[src/kcl_pkg.sv]
`timescale 1ns / 1ps

package kcl_pkg;

    // entry buffer and code geometry
    localparam int unsigned MAX_KEYS_DEF = 8;
    localparam int unsigned CODE_KEYS    = 8;
    localparam int unsigned CODE_W       = 4 * CODE_KEYS;
    localparam int unsigned CFG_IDX_W    = 3;

    // key codes
    localparam logic [3:0] KEY_HASH = 4'd15;

    // configuration register indexes
    localparam logic [CFG_IDX_W-1:0] REG_USER_CODE       = 3'd0;
    localparam logic [CFG_IDX_W-1:0] REG_USER_CODE_LEN   = 3'd1;
    localparam logic [CFG_IDX_W-1:0] REG_MASTER_CODE     = 3'd2;
    localparam logic [CFG_IDX_W-1:0] REG_MASTER_CODE_LEN = 3'd3;
    localparam logic [CFG_IDX_W-1:0] REG_USER_TRIES      = 3'd4;
    localparam logic [CFG_IDX_W-1:0] REG_MASTER_TRIES    = 3'd5;

    // configuration reset values
    localparam logic [CODE_W-1:0] RST_USER_CODE       = 32'h0000_5999;
    localparam logic [3:0]        RST_USER_CODE_LEN   = 4'd4;
    localparam logic [CODE_W-1:0] RST_MASTER_CODE     = 32'h5544_9988;
    localparam logic [3:0]        RST_MASTER_CODE_LEN = 4'd8;
    localparam logic [3:0]        RST_USER_TRIES      = 4'd3;
    localparam logic [3:0]        RST_MASTER_TRIES    = 4'd2;

    // result status codes
    typedef enum logic [3:0] {
        ST_STORED       = 4'd0,
        ST_IGNORED      = 4'd1,
        ST_UNLOCKED     = 4'd2,
        ST_MASTER_OK    = 4'd3,
        ST_WRONG        = 4'd4,
        ST_MASTER_MODE  = 4'd5,
        ST_WRONG_MASTER = 4'd6,
        ST_LOCKED       = 4'd7,
        ST_RESET        = 4'd8
    } status_t;

    // configuration seen by the lock core
    typedef struct packed {
        logic [CODE_W-1:0] user_code;
        logic [3:0]        user_code_len;
        logic [CODE_W-1:0] master_code;
        logic [3:0]        master_code_len;
        logic [3:0]        user_tries;
        logic [3:0]        master_tries;
    } cfg_t;

    // one result word
    typedef struct packed {
        status_t    status;
        logic [3:0] tries_left;
        logic [3:0] master_left;
        logic       master_mode;
        logic       locked;
        logic [3:0] keys_held;
        logic       green;
    } result_t;

endpackage

[src/keypad_code_lock.sv]
`timescale 1ns / 1ps
// Path: a word accepted into the input register passes through the lock core into the result
// register, which shows its result; a stalled output can hold the word in the input register.
// Throughput: one word per cycle; the lock state loop closes through one compare and update.
// A stalled output holds its result and stops the input register, ready follows it.
// Reset (rst_n, async low): lock state, counters and config registers return to defaults;
// the entry buffer is not reset and needs no clearing pass.
module keypad_code_lock #(
    parameter int unsigned MAX_KEYS = kcl_pkg::MAX_KEYS_DEF
) (
    input  logic                           clk,
    input  logic                           rst_n,
    input  logic                           in_valid,
    output logic                           in_ready,
    input  logic                           cmd,
    input  logic [3:0]                     key,
    output logic                           out_valid,
    input  logic                           out_ready,
    output logic [3:0]                     status,
    output logic [3:0]                     tries_left_out,
    output logic [3:0]                     master_left_out,
    output logic                           in_master_mode,
    output logic                           is_locked,
    output logic [3:0]                     keys_held,
    output logic                           green_on,
    input  logic                           cfg_we,
    input  logic [kcl_pkg::CFG_IDX_W-1:0]  cfg_index,
    input  logic [kcl_pkg::CODE_W-1:0]     cfg_data
);
    import kcl_pkg::*;

    cfg_t       cfg;
    result_t    res;
    result_t    out_reg;
    logic       in_valid_reg;
    logic       cmd_reg;
    logic [3:0] key_reg;
    logic       out_valid_reg;
    logic       step;

    kcl_cfg_regs u_cfg (
        .clk       (clk),
        .rst_n     (rst_n),
        .cfg_we    (cfg_we),
        .cfg_index (cfg_index),
        .cfg_data  (cfg_data),
        .cfg       (cfg)
    );

    kcl_core #(
        .MAX_KEYS (MAX_KEYS)
    ) u_core (
        .clk   (clk),
        .rst_n (rst_n),
        .step  (step),
        .cmd   (cmd_reg),
        .key   (key_reg),
        .cfg   (cfg),
        .res   (res)
    );

    // advance when the result slot is free or being drained
    assign step     = in_valid_reg && (!out_valid_reg || out_ready);
    assign in_ready = !in_valid_reg || step;

    // input register
    always_ff @(posedge clk or negedge rst_n)
    begin
        if (!rst_n)
        begin
            in_valid_reg <= 1'b0;
        end
        else if (in_ready)
        begin
            in_valid_reg <= in_valid;
        end
    end

    always_ff @(posedge clk)
    begin
        if (in_valid && in_ready)
        begin
            cmd_reg <= cmd;
            key_reg <= key;
        end
    end

    // result register
    always_ff @(posedge clk or negedge rst_n)
    begin
        if (!rst_n)
        begin
            out_valid_reg <= 1'b0;
        end
        else if (step)
        begin
            out_valid_reg <= 1'b1;
        end
        else if (out_ready)
        begin
            out_valid_reg <= 1'b0;
        end
    end

    always_ff @(posedge clk)
    begin
        if (step)
        begin
            out_reg <= res;
        end
    end

    assign out_valid       = out_valid_reg;
    assign status          = out_reg.status;
    assign tries_left_out  = out_reg.tries_left;
    assign master_left_out = out_reg.master_left;
    assign in_master_mode  = out_reg.master_mode;
    assign is_locked       = out_reg.locked;
    assign keys_held       = out_reg.keys_held;
    assign green_on        = out_reg.green;

endmodule

[src/kcl_cfg_regs.sv]
`timescale 1ns / 1ps

module kcl_cfg_regs (
    input  logic                               clk,
    input  logic                               rst_n,
    input  logic                               cfg_we,
    input  logic [kcl_pkg::CFG_IDX_W-1:0]      cfg_index,
    input  logic [kcl_pkg::CODE_W-1:0]         cfg_data,
    output kcl_pkg::cfg_t                      cfg
);
    import kcl_pkg::*;

    cfg_t cfg_reg;

    // register file, writes beyond the list are dropped
    always_ff @(posedge clk or negedge rst_n)
    begin
        if (!rst_n)
        begin
            cfg_reg.user_code       <= RST_USER_CODE;
            cfg_reg.user_code_len   <= RST_USER_CODE_LEN;
            cfg_reg.master_code     <= RST_MASTER_CODE;
            cfg_reg.master_code_len <= RST_MASTER_CODE_LEN;
            cfg_reg.user_tries      <= RST_USER_TRIES;
            cfg_reg.master_tries    <= RST_MASTER_TRIES;
        end
        else if (cfg_we)
        begin
            unique case (cfg_index)
                REG_USER_CODE:       cfg_reg.user_code       <= cfg_data;
                REG_USER_CODE_LEN:   cfg_reg.user_code_len   <= cfg_data[3:0];
                REG_MASTER_CODE:     cfg_reg.master_code     <= cfg_data;
                REG_MASTER_CODE_LEN: cfg_reg.master_code_len <= cfg_data[3:0];
                REG_USER_TRIES:      cfg_reg.user_tries      <= cfg_data[3:0];
                REG_MASTER_TRIES:    cfg_reg.master_tries    <= cfg_data[3:0];
                default:             cfg_reg                 <= cfg_reg;
            endcase
        end
    end

    assign cfg = cfg_reg;

endmodule

[src/kcl_match.sv]
`timescale 1ns / 1ps

module kcl_match #(
    parameter int unsigned MAX_KEYS = kcl_pkg::MAX_KEYS_DEF
) (
    input  logic [MAX_KEYS-1:0][3:0]            keys,
    input  logic [$clog2(MAX_KEYS+1)-1:0]       count,
    input  logic                                overflow,
    input  logic [kcl_pkg::CODE_W-1:0]          code,
    input  logic [3:0]                          len,
    output logic                                match
);
    import kcl_pkg::*;

    localparam int unsigned CW   = $clog2(MAX_KEYS + 1);
    localparam int unsigned XW   = CW + 4;
    localparam int unsigned NCMP = (MAX_KEYS < CODE_KEYS) ? MAX_KEYS : CODE_KEYS;

    logic mismatch;
    logic len_ok;

    // per-key compare, only positions below the code length count
    always_comb
    begin
        mismatch = 1'b0;
        for (int i = 0; i < NCMP; i++)
        begin
            if ((len > 4'(i)) && (keys[i] != code[4*i +: 4]))
            begin
                mismatch = 1'b1;
            end
        end
    end

    // code longer than eight keys never matches
    assign len_ok = (len <= 4'(CODE_KEYS)) && (XW'(count) == XW'(len));
    assign match  = len_ok && !overflow && !mismatch;

endmodule

[src/kcl_core.sv]
`timescale 1ns / 1ps

module kcl_core #(
    parameter int unsigned MAX_KEYS = kcl_pkg::MAX_KEYS_DEF
) (
    input  logic              clk,
    input  logic              rst_n,
    input  logic              step,
    input  logic              cmd,
    input  logic [3:0]        key,
    input  kcl_pkg::cfg_t     cfg,
    output kcl_pkg::result_t  res
);
    import kcl_pkg::*;

    localparam int unsigned CW = $clog2(MAX_KEYS + 1);
    localparam int unsigned IW = $clog2(MAX_KEYS);
    localparam int unsigned XW = CW + 4;

    logic [3:0]          keys_reg [MAX_KEYS];
    logic [MAX_KEYS-1:0][3:0] keys_flat;
    logic [CW-1:0]       count_reg, count_next;
    logic                ovf_reg, ovf_next;
    logic [3:0]          tries_reg, tries_next;
    logic [3:0]          mleft_reg, mleft_next;
    logic                mm_reg, mm_next;
    logic                lock_reg, lock_next;
    logic                wr_en;
    logic                match;
    logic                master_full;
    logic                user_full;
    status_t             status;

    // flatten the entry buffer for the comparator
    always_comb
    begin
        for (int i = 0; i < MAX_KEYS; i++)
        begin
            keys_flat[i] = keys_reg[i];
        end
    end

    kcl_match #(
        .MAX_KEYS (MAX_KEYS)
    ) u_match (
        .keys     (keys_flat),
        .count    (count_reg),
        .overflow (ovf_reg),
        .code     (mm_reg ? cfg.master_code : cfg.user_code),
        .len      (mm_reg ? cfg.master_code_len : cfg.user_code_len),
        .match    (match)
    );

    assign master_full = (XW'(count_reg) >= XW'(cfg.master_code_len))
                      || (count_reg == CW'(MAX_KEYS));
    assign user_full   = (count_reg == CW'(MAX_KEYS));

    // next state and status for the word in the input register
    always_comb
    begin
        count_next = count_reg;
        ovf_next   = ovf_reg;
        tries_next = tries_reg;
        mleft_next = mleft_reg;
        mm_next    = mm_reg;
        lock_next  = lock_reg;
        wr_en      = 1'b0;
        status     = ST_STORED;

        priority if (cmd)
        begin
            count_next = '0;
            ovf_next   = 1'b0;
            tries_next = cfg.user_tries;
            mleft_next = cfg.master_tries;
            mm_next    = 1'b0;
            lock_next  = 1'b0;
            status     = ST_RESET;
        end
        else if (lock_reg)
        begin
            status = ST_IGNORED;
        end
        else if (key == KEY_HASH)
        begin
            if (match)
            begin
                tries_next = cfg.user_tries;
                mleft_next = cfg.master_tries;
                mm_next    = 1'b0;
                lock_next  = 1'b0;
                status     = mm_reg ? ST_MASTER_OK : ST_UNLOCKED;
            end
            else if (mm_reg)
            begin
                if (mleft_reg <= 4'd1)
                begin
                    mleft_next = '0;
                    lock_next  = 1'b1;
                    status     = ST_LOCKED;
                end
                else
                begin
                    mleft_next = mleft_reg - 4'd1;
                    status     = ST_WRONG_MASTER;
                end
            end
            else
            begin
                if (tries_reg <= 4'd1)
                begin
                    tries_next = '0;
                    mm_next    = 1'b1;
                    status     = ST_MASTER_MODE;
                end
                else
                begin
                    tries_next = tries_reg - 4'd1;
                    status     = ST_WRONG;
                end
            end
            count_next = '0;
            ovf_next   = 1'b0;
        end
        else if (mm_reg)
        begin
            if (master_full)
            begin
                status = ST_IGNORED;
            end
            else
            begin
                wr_en      = 1'b1;
                count_next = count_reg + CW'(1);
            end
        end
        else
        begin
            // full buffer in normal mode poisons the entry
            if (user_full)
            begin
                ovf_next = 1'b1;
            end
            else
            begin
                wr_en      = 1'b1;
                count_next = count_reg + CW'(1);
            end
        end
    end

    // lock state
    always_ff @(posedge clk or negedge rst_n)
    begin
        if (!rst_n)
        begin
            count_reg <= '0;
            ovf_reg   <= 1'b0;
            tries_reg <= RST_USER_TRIES;
            mleft_reg <= RST_MASTER_TRIES;
            mm_reg    <= 1'b0;
            lock_reg  <= 1'b0;
        end
        else if (step)
        begin
            count_reg <= count_next;
            ovf_reg   <= ovf_next;
            tries_reg <= tries_next;
            mleft_reg <= mleft_next;
            mm_reg    <= mm_next;
            lock_reg  <= lock_next;
        end
    end

    // entry buffer, only slots below the count are ever read
    always_ff @(posedge clk)
    begin
        if (step && wr_en)
        begin
            keys_reg[count_reg[IW-1:0]] <= key;
        end
    end

    // result word
    always_comb
    begin
        res.status      = status;
        res.tries_left  = tries_next;
        res.master_left = mleft_next;
        res.master_mode = mm_next;
        res.locked      = lock_next;
        res.keys_held   = 4'(count_next);
        res.green       = !mm_next && !lock_next;
    end

endmodule

[config.mk]
export PLATFORM = sky130hd
export DESIGN_NAME = keypad_code_lock
export DESIGN_NICKNAME = d
export VERILOG_FILES = /design/src/kcl_pkg.sv /design/src/keypad_code_lock.sv /design/src/kcl_cfg_regs.sv /design/src/kcl_match.sv /design/src/kcl_core.sv
export SDC_FILE = /design/constraint.sdc
export NUM_CORES = 1
export LEC_CHECK = 0
export BUFFER_PORTS_ARGS = -buffer_cell sky130_fd_sc_hd__buf_2
export CORE_MARGIN = 10
export CORE_UTILIZATION = 50
export DETAILED_ROUTE_END_ITERATION = 10
export PLACE_DENSITY = 0.68
export SLEW_MARGIN = 20
export SYNTH_ARGS = -nofsm -noshare
export SYNTH_HDL_FRONTEND = slang
export SYNTH_HIERARCHICAL = 1
export SYNTH_SLANG_ARGS = --single-unit
[constraint.sdc]
create_clock -name clk -period 10.3 [get_ports clk]
set_clock_uncertainty 0.1 [all_clocks]
set_input_delay 1.03 -clock clk [delete_from_list [all_inputs] [get_ports clk]]
set_output_delay 1.03 -clock clk [all_outputs]
set_load 0.05 [all_outputs]
### Word-level counts from Yosys, hierarchy flattened

Memory sizes are Yosys's and may differ from the RTL's.
Index checks and enable logic that the tools add are counted.

| word-level totals | value |
|---|---|
| flip-flop bits (word level) | 121 |
| memory bits (writable) | 32 |
| input bits | 45 |
| output and inout port bits | 21 |
| logic and storage cells | 157 |
| memories kept | 1 |

| cells by class | value |
|---|---|
| $add $sub $neg | 3 |
| order comparisons | 12 |
| eq/ne operators | 18 |
| multiplexer cells | 64 |
| reduce and logical (&&, ||, !) cells | 35 |

Memory list:

| memory | depth | width | read ports | clocked after Yosys merged registers in | wr ports | line | RTL |
|---|---|---|---|---|---|---|---|
| u_core.keys_reg | 8 | 4 | 8 | 0 | 1 | kcl_core.sv:20 | `logic [3:0] keys_reg [MAX_KEYS];` |

Operator list:

| operator | number |
|---|---|
| two-way mux 4 bit | 24 |
| two-way mux 1 bit | 39 |
| two-way mux 32 bit | 1 |
| inequality test 4 bit | 8 |
| > comparator 4 x 3 -> 1 bit (second input constant) | 4 |
| logical AND 1 bit | 15 |
| AND reduction 2 bit | 6 |
| equality test 4 bit (second input constant) | 2 |
| > comparator 4 x 1 -> 1 bit (second input constant) | 2 |
| > comparator 4 x 2 -> 1 bit (second input constant) | 2 |
| less-or-equal comparator 4 x 1 -> 1 bit (second input constant) | 2 |
| subtractor 4 x 1 -> 4 bit (second input constant) | 2 |
| equality test 3 x 2 -> 1 bit (second input constant) | 2 |
| equality test 3 bit (second input constant) | 2 |
| zero test 1 bit | 6 |
| adder 4 x 1 -> 4 bit (second input constant) | 1 |
| equality test 4 bit | 1 |
| >= comparator 4 bit | 1 |
| less-or-equal comparator 4 bit (second input constant) | 1 |
| AND reduction 4 bit | 1 |
| equality test 3 x 1 -> 1 bit (second input constant) | 1 |
| zero test 3 bit | 1 |
| logical OR 1 bit | 3 |
| inequality test 3 bit (second input constant) | 1 |
| other kinds (4) | 4 |

### Longest topological paths before layout

Gate-level depths: netlist (run 1).

| depth | value |
|---|---|
| word-level depth | 19 |
| gate-level depth with buffers | 16 |
| depth with buffers taken out | 11 |

### Hierarchy

Netlist (run 1), hierarchy kept.

By module, submodules not included:

| module | times used | cells each | area an instance (sq um) | seq. area each (sq um) |
|---|---|---|---|---|
| kcl_cfg_regs | 1 | 173 | 3083.0 | 2033.2 |
| kcl_core | 1 | 269 | 2866.5 | 1340.0 |
| keypad_code_lock | 1 | 32 | 824.5 | 770.7 |
| kcl_match | 1 | 64 | 493.0 | 0.0 |

### Worst setup path after synthesis (run 1)

Ideal clock, no wire load.

| timing path | value |
|---|---|
| kind | flip-flop to flip-flop |
| start point | register u_core.mm_reg |
| end point | register u_core.tries_reg[3] |
| setup time | 0.125 ns |
| arrival time | 3.878 ns |
| data required time | 10.075 ns |
| path slack | 6.197 ns |
| stages on the path, launching flop included | 17 |
| path buffers | 5 |
| clock period less this slack | 4.103 ns |
| cells stage by stage | dfrtp_1 clkbuf_1 clkbuf_1 buf_1 mux2_1 buf_2 nor2_1 a21oi_1 a2111oi_2 o2111ai_1 nor4_2 clkbuf_1 nor2_1 a32o_1 a221oi_1 a21oi_1 mux2_2 |

RTL lines:

| what | line | RTL |
|---|---|---|
| from (decl) | kcl_core.sv:26 | `logic mm_reg, mm_next;` |
| from (signal assigned) | kcl_core.sv:170 | `mm_reg <= mm_next;` |
| to (signal assigned) | kcl_core.sv:168 | `tries_reg <= tries_next;` |
| to (decl) | kcl_core.sv:24 | `logic [3:0] tries_reg, tries_next;` |

==> summary.md, run 1 <==
| Metric | Value |
|---|---|
| Outcome | complete, no violations |
| Starting Density | roughly half |
| Initial antenna violation count | 0 |
| ANT nets after route | 0 |
| Cell variety after synth | between 60 and 70 |
| R2R cell count | 12 |
| P_sw | roughly 550 uW |
| Gpl congestion | around 0.84 |
| Crit. End Element | register |
| Unrepaired setup endpoints after global routing | false |
| Max-cap violations | 0 |
| Cts bufs inserted | 17 |
| Sw Ratio | between 20 and 30% |
| Nets | 653 |
| Largest net degree at the start of global routing | between 50 and 60 |
| Post_cts resized | 0 |
| Worst setup path class | reg2reg |
| 1st-iter DRT viols | between 300 and 400 |
| Hpwl dp | ~10000 um |
| Yosys synthesis warning count | 6 |
| Hold_buf cts | 0 |
| Setup bufs post-CTS | 0 |
| First-pass GRT wire length | between 20000 and 25000 um |
| Clock share of power | a little under a third |
| Avg WL per Cell | 19.1 um |
| DP Area | slightly below 8000 um^2 |
| Worst vdd ir | ~0.00017 V |
| Die height | about 140 um |
| Router iterations before antenna repair | 5 |
| Fin. Hold Viols | 0 |
| # DRC | 0 |
| Syn Nets | between 500 and 600 |
| Hold Crit Depth | 1 |
| Final period utilization | a little over two fifths |
| Setup Viol. Count Final | 0 |
| Commonest cells after routing, fill and taps aside | dfrtp_1, buf_2, mux2_2 |
| Worst path required time | roughly 11 ns |
| CTS max path bufs | 2 |
| Slew of the pin with the lowest slew margin | 0.823 ns |
| GRT Residual Overflow | 0 |
| Leak Pwr | around 0.0033 uW |
| Register bit total from synthesis | about 150 |
| Clk_lat worst skew | about 0.42 ns |
| Worst R2R Start | u_core/mm_reg$_DFFE_PN0P_ |
| Pint | 1280 uW |
| Clk root buf | clkbuf_16 |
| Pwr/cell area | between 200 and 250 nW/um^2 |
| Fin crit period | 4.38 ns |
| Via count | about 4500 |
| Max FFs per register | 80 |
| Most common cell after layout, fill and taps aside | dfrtp_1 |
| Fmax | about 0.23 GHz |
| Post-synthesis sequential area ratio | a little under three fifths |
| Post-Synthesis Cell Area | 7270 um^2 |
| Final Total Pwr | between 1500 and 2000 uW |
| Syn Area/Cell | roughly 14 um^2 |
| Setup_tns | 0 ns |
| Clock sink count | 153 |
| Port Buffer Count | 65 |
| Max FO, Critical Path | 30 |
| Total GRT Usage | 15.6% |
| Hold EP | u_cfg/cfg[37]$_DFFE_PN0P_ |
| Gate power share | approximately 22% |
| Core area | between 10000 and 15000 um^2 |
| Share of layout cells above drive strength 1 | about a third |
| FFs w/ async S/R, synth | a little under two thirds |
| RR Endpoint | u_core/tries_reg[3]$_DFFE_PN0P_ |
| CTS tree | yes |
| Pins over their slew limit | 0 |
| Post-route cell area | 8270 um^2 |
| Post-synthesis cell count | ~540 |
| Die area | ~20000 um^2 |
| Total I/O pin count | 66 |
| HP Start | u_cfg/cfg[37]$_DFFE_PN0P_ |
| Sequential fraction of design power | between 40% and 50% |
| Syn-to-layout area delta | 13.7% |
| Die width | 141 um |
| Synth Flop Type | dfrtp_1 |
| N_diodes | 0 |
| Worst-path clk slew | about 0.06 ns |
| WL final | 15100 um |
| Slew margin rel. | 44.7% |
| Critical path startpoint category | register |
| Arrival time of the worst setup path | between 4 and 5 ns |
| Number of synthesized flops with an enable pin | between 50 and 60 |
| Min-Delay Path Class | reg2reg |
| Row count | 43 |
| Reg-to-reg slack, setup | between 5 and 6 ns |
| Vias in the first global route | around 4800 |
| Post-DR vias/cell | 5.66 |
| H-tree depth | 4 |
[metrics by stage]
step                hold slack [ns]  setup WS (ns)  cells  util [%]
detailed placement            0.373           5.98    759      54.9
global route                  0.398           5.67    791      58.9
CTS                           0.387           5.95    791      58.9
finish                        0.381           5.92    791      58.9
global placement              0.365           5.82    759      54.9
floorplan                     0.350           6.20    538         -
[how the worst max path moves through the flow]
stage / slack (ns) / to / depth (start not counted) / startpoint
6_report: 5.92 / u_core/tries_reg[3]$_DFFE_PN0P_ / 12 / u_core/mm_reg$_DFFE_PN0P_
5_1_grt: 5.67 / u_core/tries_reg[3]$_DFFE_PN0P_ / 12 / u_core/mm_reg$_DFFE_PN0P_
4_1_cts: 5.95 / u_core/tries_reg[3]$_DFFE_PN0P_ / 12 / u_core/mm_reg$_DFFE_PN0P_
3_5_place_dp: 5.98 / u_core/tries_reg[3]$_DFFE_PN0P_ / 12 / u_core/mm_reg$_DFFE_PN0P_
3_3_place_gp: 5.82 / u_core/tries_reg[3]$_DFFE_PN0P_ / 12 / u_core/mm_reg$_DFFE_PN0P_
2_1_floorplan: 6.20 / u_core/tries_reg[3]$_DFFE_PN0P_ / 16 / u_core/mm_reg$_DFFE_PN0P_
[layer usage]
layer	global-route usage, %	share of wire, %
met5	0	0
met4	5.11	1.3
met3	4.26	4.6
met2	24.3	48
met1	20.6	46
[power by group through the flow]
stage | clock network (uW) | registers (uW) | logic (uW)
finish | 574 | 859 | 398
global route | 614 | 873 | 443
CTS | 585 | 858 | 401
detailed placement | 0 | 868 | 399
global placement | 0 | 864 | 384
floorplan | 0 | 866 | 285
[synthesized netlist by cell type, types with 4 or more instances]
cell | count | area share (%)
clkbuf_1 | 17 | 0.88
buf_6 | 6 | 0.93
mux2_1 | 58 | 9.0
o21ai_0 | 6 | 0.41
nor3_1 | 10 | 0.69
edfxtp_1 | 56 | 23
nor2_1 | 23 | 1.2
a211oi_1 | 4 | 0.41
nand3_1 | 13 | 0.90
a31oi_1 | 4 | 0.34
nand2_1 | 21 | 1.1
nand4_1 | 5 | 0.43
ha_1 | 10 | 1.7
dfstp_2 | 28 | 10
xor2_1 | 13 | 1.6
o21ai_1 | 5 | 0.34
inv_1 | 14 | 0.72
a21oi_1 | 14 | 0.96
o211ai_1 | 6 | 0.62
o31ai_1 | 6 | 0.62
xnor2_1 | 19 | 2.3
nor4_1 | 4 | 0.34
dfrtp_1 | 69 | 24
nand2b_1 | 5 | 0.43
mux2_2 | 63 | 9.8
a22o_1 | 5 | 0.60
[worst max-delay path, stage by stage, from the launching register on]
cell and delay, ns:
dfrtp_2 0.63, buf_4 0.47, mux2_1 0.40, xnor2_1 0.17, nand4_1 0.18, a2111oi_2 0.42
o2111ai_1 0.22, nor4_4 0.60, nor2_1 0.08, a32o_1 0.28, a221oi_1 0.29, a21oi_1 0.10
mux2_2 0.31
[layout make-up]
| class | count | area, um^2 |
|---|---|---|
| clock buffer | 22 | 485 |
| multi-input combinational | 341 | 2920 |
| sequential | 153 | 4150 |
| inverter | 15 | 56.3 |
| tap | 180 | 225 |
| timing repair buffer | 70 | 365 |
| clock inverter | 10 | 65.1 |
| fill | 1134 | 5780 |
[cells by family (layout without fill, tap and decap cells)]
logic type	Yosys count	after routing	synth area share (%)
flops	153	153	57.0
fa+ha+maj	10	10	1.72
compound gates	69	69	6.80
buf+inv	44	117	3.08
simple gates	108	108	8.54
mux	121	121	18.8
xor+xnor	33	33	4.08
No activity file was read; power rests on OpenSTA's default activity.
==> inputs of run 2 (changes only) <==
Settings changed: PLACE_DENSITY 0.68 to 0.71.
Clock period 10.3 ns to 3.7 ns, I/O delays scaled along.
==> summary.md, run 2 (synthesis results as in run 1) <==
| Metric | Value |
|---|---|
| Outcome | complete, no violations (unchanged) |
| Vias in the first global route | 4851 (was 4767) |
| Sequential fraction of design power | 46.2% (was 46.9%) |
| Non-Filler Instances | 802 (was 791) |
| Commonest cells after routing, fill and taps aside | dfrtp_1, buf_2, mux2_2 (unchanged) |
| Final period utilization | 95.8% (was 42.5%) |
| Slew of the pin with the lowest slew margin | 0.722 ns (was 0.823 ns) |
| Number of fill cells | 1114 (was 1134) |
| Gate power share | 22.9% (was 21.7%) |
| Via count | 4618 (was 4477) |
| Pins over their slew limit | 0 (unchanged) |
| Fin. Hold Viols | 0 (unchanged) |
| Clk_lat worst skew | 0.42 ns (about the same) |
| Clock share of power | 30.9% (was 31.3%) |
| Avg WL per Cell | 19.4 um (was 19.1 um) |
| Slew margin rel. | 51.9% (was 44.7%) |
| Core area | 14000 um^2 (unchanged) |
| Max-cap violations | 0 (unchanged) |
| Post-DR vias/cell | 5.76 (was 5.66) |
| Fin crit period | 3.55 ns (was 4.38 ns) |
| Die area | 19800 um^2 (unchanged) |
| Worst vdd ir | 0.000333 V (was 0.000173 V) |
| Router iterations before antenna repair | 5 (unchanged) |
| # DRC | 0 (unchanged) |
| Reg area | 4150 um^2 (about the same) |
| Min-Delay Path Class | in2reg (was reg2reg) |
| Multi-input gate area | 2940 um^2 (was 2920 um^2) |
| Die width | 141 um (unchanged) |
| Clk root buf | clkbuf_16 (unchanged) |
| Worst-path clk slew | 0.06 ns (about the same) |
| Worst setup path class | reg2reg (unchanged) |
| Largest net degree at the start of global routing | 44 (was 56) |
| Port Buffer Count | 65 (unchanged) |
| First-pass GRT wire length | 25300 um (was 24700 um) |
| Initial antenna violation count | 0 (unchanged) |
| Crit. End Element | register (unchanged) |
| Die height | 141 um (unchanged) |
| Critical path startpoint category | register (unchanged) |
| Total GRT Usage | 16.0% (was 15.6%) |
| Syn-to-layout area delta | 15.4% (was 13.7%) |
| Share of layout cells above drive strength 1 | 35.2% (was 33.6%) |
| Max FFs per register | 80 (unchanged) |
| Max FO, Critical Path | 7 (was 30) |
| WL final | 15500 um (was 15100 um) |
| Row count | 43 (unchanged) |
| Arrival time of the worst setup path | 3.75 ns (was 4.59 ns) |
| Nets | 664 (was 653) |
| Cts bufs inserted | 17 (unchanged) |
| Setup_tns | 0 ns (unchanged) |
| 1st-iter DRT viols | 358 (was 339) |
| Sw Ratio | 30.1% (was 29.9%) |
| CTS max path bufs | 2 (unchanged) |
| Fin Hold WS | 0.0231 ns (was 0.381 ns) |
| Pint | 3610 uW (was 1280 uW) |
| H-tree depth | 4 (unchanged) |
| Most common cell after layout, fill and taps aside | dfrtp_1 (unchanged) |
| Total I/O pin count | 66 (unchanged) |
| Worst path required time | 3.91 ns (was 10.51 ns) |
| Starting Density | 51.8% (unchanged) |
| GRT Residual Overflow | 0 (unchanged) |
| P_sw | 1550 uW (was 547 uW) |
| Fmax | 0.282 GHz (was 0.228 GHz) |
| Setup Viol. Count Final | 0 (unchanged) |
| Clock sink count | 153 (unchanged) |
| Gpl congestion | 0.884 (was 0.842) |
| CTS tree | yes (unchanged) |
| Leak Pwr | 0.00334 uW (was 0.00328 uW) |
| Placed Cells | 767 (was 759) |
| Pwr/cell area | 615 nW/um^2 (was 221 nW/um^2) |
| ANT nets after route | 0 (unchanged) |
| N_diodes | 0 (unchanged) |
| Hpwl dp | 10800 um (was 10400 um) |
==> run 2: stage by stage <==
stage / setup slack [ns] / total power, uW / cell area, um^2 / util [%]
floorplan: 0.0545 / 3210 / 7270 / -
global placement: 0.233 / 3490 / 7780 / 55.4
detailed placement: 0.0687 / 3550 / 7780 / 55.4
CTS: 0.0420 / 5160 / 8340 / 59.4
global route: -0.0302 / 5420 / 8380 / 59.7
finish: 0.154 / 5150 / 8380 / 59.7
==> run 2: repair_timing <==
item                                    4_1_cts  5_1_grt
hold buffers                                  1        0
endpoints found under the setup margin        0       17
resized for setup                             0        6
endpoints found under the hold margin        26        0
buffers inserted                              0        2
==> run 2: layout make-up <==
| class | instances | area share, % |
|---|---|---|
| Inverter | 15 | 0.672 |
| Tap cell | 180 | 2.69 |
| Timing Repair Buffer | 81 | 5.52 |
| Clock buffer | 19 | 5.28 |
| Clock inverter | 13 | 1.24 |
| Multi-Input combinational cell | 341 | 35.1 |
| Sequential cell | 153 | 49.5 |
==> run 2: final timing paths <==
path	startpoint	endpoint	slack [ns]	cells past startpoint
worst min register to register	u_cfg/cfg[13]$_DFFE_PN0P_	u_cfg/cfg[13]$_DFFE_PN0P_	0.39	1
worst max register to register	u_core/mm_reg$_DFFE_PN0P_	u_core/tries_reg[3]$_DFFE_PN0P_	0.15	12
max in group asynchronous	rst_n	u_cfg/cfg[62]$_DFFE_PN1P_	2.25	3
min in group asynchronous	rst_n	u_cfg/cfg[25]$_DFFE_PN0P_	0.38	2
worst max-delay path	u_core/mm_reg$_DFFE_PN0P_	u_core/tries_reg[3]$_DFFE_PN0P_	0.15	12
worst min-delay path	key[2]	key_reg[2]$_DFFE_PP_	0.02	1
==> run 2: layer usage <==
metal	routed length, um	global-route usage (%)	up-vias
li1	-	-	2131
met1	6900	20.5	2310
met2	7450	25.4	149
met3	885	3.89	28
met4	301	6.74	0
met5	0	0	-
==> run 2: power by group through the flow <==
stage / registers, uW / logic, uW / clock network [uW]
2_1_floorplan: 2410 / 794 / 0
3_3_place_gp: 2390 / 1110 / 0
3_5_place_dp: 2410 / 1150 / 0
4_1_cts: 2380 / 1160 / 1620
5_1_grt: 2420 / 1290 / 1700
6_report: 2380 / 1180 / 1590
==> run 2: critical path, stage by stage, from the launching register on <==
cell,delay [ns]
dfrtp_4,0.54
mux2_1,0.37
xnor2_2,0.16
nand4_1,0.26
a2111oi_4,0.42
o2111ai_2,0.18
nor4_2,0.28
buf_4,0.16
nor2_1,0.04
a32o_1,0.27
a221oi_2,0.25
a21oi_1,0.08
mux2_2,0.30
==> inputs of run 3 (changes only) <==
Settings changed: PLACE_DENSITY 0.71 to 0.68.
Clock period 3.7 ns to 4.56 ns, I/O delays scaled along.
==> summary.md, run 3 (synthesis results as in run 1) <==
| Metric | Value |
|---|---|
| Worst path required time | 4.77 ns (was 3.91 ns) |
| Family with the most delay on the worst path | flip-flops (was compound AO/OA/AOI/OAI gates) |
| Worst setup path class | reg2reg (unchanged) |
| Share of layout cells above drive strength 1 | 33.7% (was 35.2%) |
| Clk root buf | clkbuf_16 (unchanged) |
| Max FFs per register | 80 (unchanged) |
| Unrepaired setup endpoints after global routing | false |
| Worst path most repeated cell | mux2_2 |
| Worst-path clk slew | 0.06 ns (about the same) |
| Fin. Hold Viols | 0 (unchanged) |
| Fmax | 0.252 GHz (was 0.282 GHz) |
| GRT Residual Overflow | 0 (unchanged) |
| Core area | 14000 um^2 (unchanged) |
| Total GRT Usage | 15.7% (was 16.0%) |
| Core Util, Final | 59.6% (was 59.7%) |
| Fin crit period | 3.97 ns (was 3.55 ns) |
| Starting Density | 51.8% (unchanged) |
| Die width | 141 um (unchanged) |
| Worst R2R Start | u_core/mm_reg$_DFFE_PN0P_ (unchanged) |
| Setup Viol. Count Final | 0 (unchanged) |
| Row count | 43 (unchanged) |
| Hold_buf cts | 0 (was 1) |
| Clock sink count | 153 (unchanged) |
| Crit-path max cell delay | 0.93 ns (was 0.54 ns) |
| H-tree depth | 4 (unchanged) |
| Most common cell after layout, fill and taps aside | dfrtp_1 (unchanged) |
| Max FO, Critical Path | 38 (was 7) |
| Fin Hold WS | 0.0142 ns (was 0.0231 ns) |
| Commonest cells after routing, fill and taps aside | dfrtp_1, buf_2, mux2_2 (unchanged) |
| Setup bufs post-CTS | 0 (unchanged) |
| Arrival time of the worst setup path | 4.18 ns (was 3.75 ns) |
| Pwr/cell area | 523 nW/um^2 (was 615 nW/um^2) |
| Dpl ws | 0.558 ns (was 0.0687 ns) |
| Post-DR vias/cell | 5.64 (was 5.76) |
| RR Endpoint | u_core/tries_reg[3]$_DFFE_PN0P_ (unchanged) |
| Vias in the first global route | 4799 (was 4851) |
| CTS tree | yes (unchanged) |
| Gpl congestion | 0.878 (was 0.884) |
| R2R cell count | 11 (was 12) |
| Largest net degree at the start of global routing | 65 (was 44) |
| Via count | 4465 (was 4618) |
| PnR worst setup slack | 0.590 ns (was 0.154 ns) |
| Pins over their slew limit | 0 (unchanged) |
| Min-Delay Path Class | in2async (was in2reg) |
| Critical-path top delay cell | dfrtp_2 (was dfrtp_4) |
| First-pass GRT wire length | 24800 um (was 25300 um) |
| Nets | 654 (was 664) |
| Initial antenna violation count | 0 (unchanged) |
| Leak Pwr | 0.00334 uW (about the same) |
| Clk_lat worst skew | 0.43 ns (was 0.42 ns) |
| Final period utilization | 87.1% (was 95.8%) |
| Port Buffer Count | 65 (unchanged) |
| Slew of the pin with the lowest slew margin | 0.880 ns (was 0.722 ns) |
| Setup_tns | 0 ns (unchanged) |
| ANT nets after route | 0 (unchanged) |
| Slew margin rel. | 41.3% (was 51.9%) |
| Post_cts resized | 0 (unchanged) |
| Max-cap violations | 0 (unchanged) |
| Critical path startpoint category | register (unchanged) |
| Syn-to-layout area delta | 15.3% (was 15.4%) |
| Crit. End Element | register (unchanged) |
| CTS max path bufs | 2 (unchanged) |
| Cts bufs inserted | 17 (unchanged) |
| # DRC | 0 (unchanged) |
| Router iterations before antenna repair | 5 (unchanged) |
| Cell Chain, Critical Path | mux2_2 > xor2_1 > nor4_1 > o22ai_1 > nor4_2 > buf_4 > nor2_1 > a32o_1 > a221oi_1 > a21oi_1 > mux2_2 (was mux2_1 > xnor2_2 > nand4_1 > a2111oi_4 > o2111ai_2 > nor4_2 > buf_4 > nor2_1 > a32o_1 > a221oi_2 > a21oi_1 > mux2_2) |
| Avg WL per Cell | 19.0 um (was 19.4 um) |
| Number of fill cells | 1081 (was 1114) |
| Worst vdd ir | 0.000334 V (was 0.000333 V) |
| Hpwl dp | 10300 um (was 10800 um) |
| 1st-iter DRT viols | 309 (was 358) |
| Die area | 19800 um^2 (unchanged) |
| WL final | 15000 um (was 15500 um) |
| Total I/O pin count | 66 (unchanged) |
| Die height | 141 um (unchanged) |
| N_diodes | 0 (unchanged) |
| Critical path buffers and inverters | 1 (unchanged) |
| Outcome | complete, no violations (unchanged) |
| Reg-to-reg slack, setup | 0.59 ns (was 0.15 ns) |
## run 3: cell types whose count changed in the layout (fill, tap and decap cells not counted), sizes merged
cell         before  now
clkinvlp          3    1
bufinv            1    5
inv              16   15
buf              80   71
dlygate4sd3       1    0
clkinv            8    6
clkbuf           19   20
## run 3: worst max path at each step
stage / from / endpoint / slack [ns] / depth (start not counted)
2_1_floorplan: u_core/mm_reg$_DFFE_PN0P_ / u_core/tries_reg[3]$_DFFE_PN0P_ / 0.46 / 16
3_3_place_gp: u_core/mm_reg$_DFFE_PN0P_ / u_core/tries_reg[3]$_DFFE_PN0P_ / 0.70 / 11
3_5_place_dp: u_core/mm_reg$_DFFE_PN0P_ / u_core/tries_reg[3]$_DFFE_PN0P_ / 0.56 / 11
4_1_cts: u_core/mm_reg$_DFFE_PN0P_ / u_core/tries_reg[3]$_DFFE_PN0P_ / 0.55 / 11
5_1_grt: u_core/mm_reg$_DFFE_PN0P_ / u_core/tries_reg[3]$_DFFE_PN0P_ / 0.41 / 11
6_report: u_core/mm_reg$_DFFE_PN0P_ / u_core/tries_reg[3]$_DFFE_PN0P_ / 0.59 / 11
## run 3: through the flow
step                      area [um^2]  power, uW  std cells
final                            8380       4380        792
after global routing             8380       4620        792
after CTS                        8380       4430        792
after detailed placement         7710       2860        760
after global placement           7710       2810        760
after floorplan                  7270       2600        538
## run 3: per-layer routing
layer	vias to the layer above	track usage, %	share of wire (%)
li1	2101	-	-
met1	2230	20.1	45
met2	124	25.0	48
met3	10	5.31	5.5
met4	0	4.24	0.75
met5	-	0	0
## run 3: power breakdown
| group | internal, uW | leakage (uW) | switching, uW |
|---|---|---|---|
| clock | 1010 | 0.000323 | 535 |
| sequential | 1730 | 0.00165 | 209 |
| combinational | 413 | 0.00137 | 480 |
## run 3: layout make-up
class                           count  area (um^2)  share of cell area (%)
Multi-Input combinational cell    341         2910                    34.8
Clock inverter                     12          194                    2.32
Inverter                           15         56.3                   0.672
Clock buffer                       20          468                    5.59
Timing Repair Buffer               71          373                    4.45
Tap cell                          180          225                    2.69
Sequential cell                   153         4150                    49.5
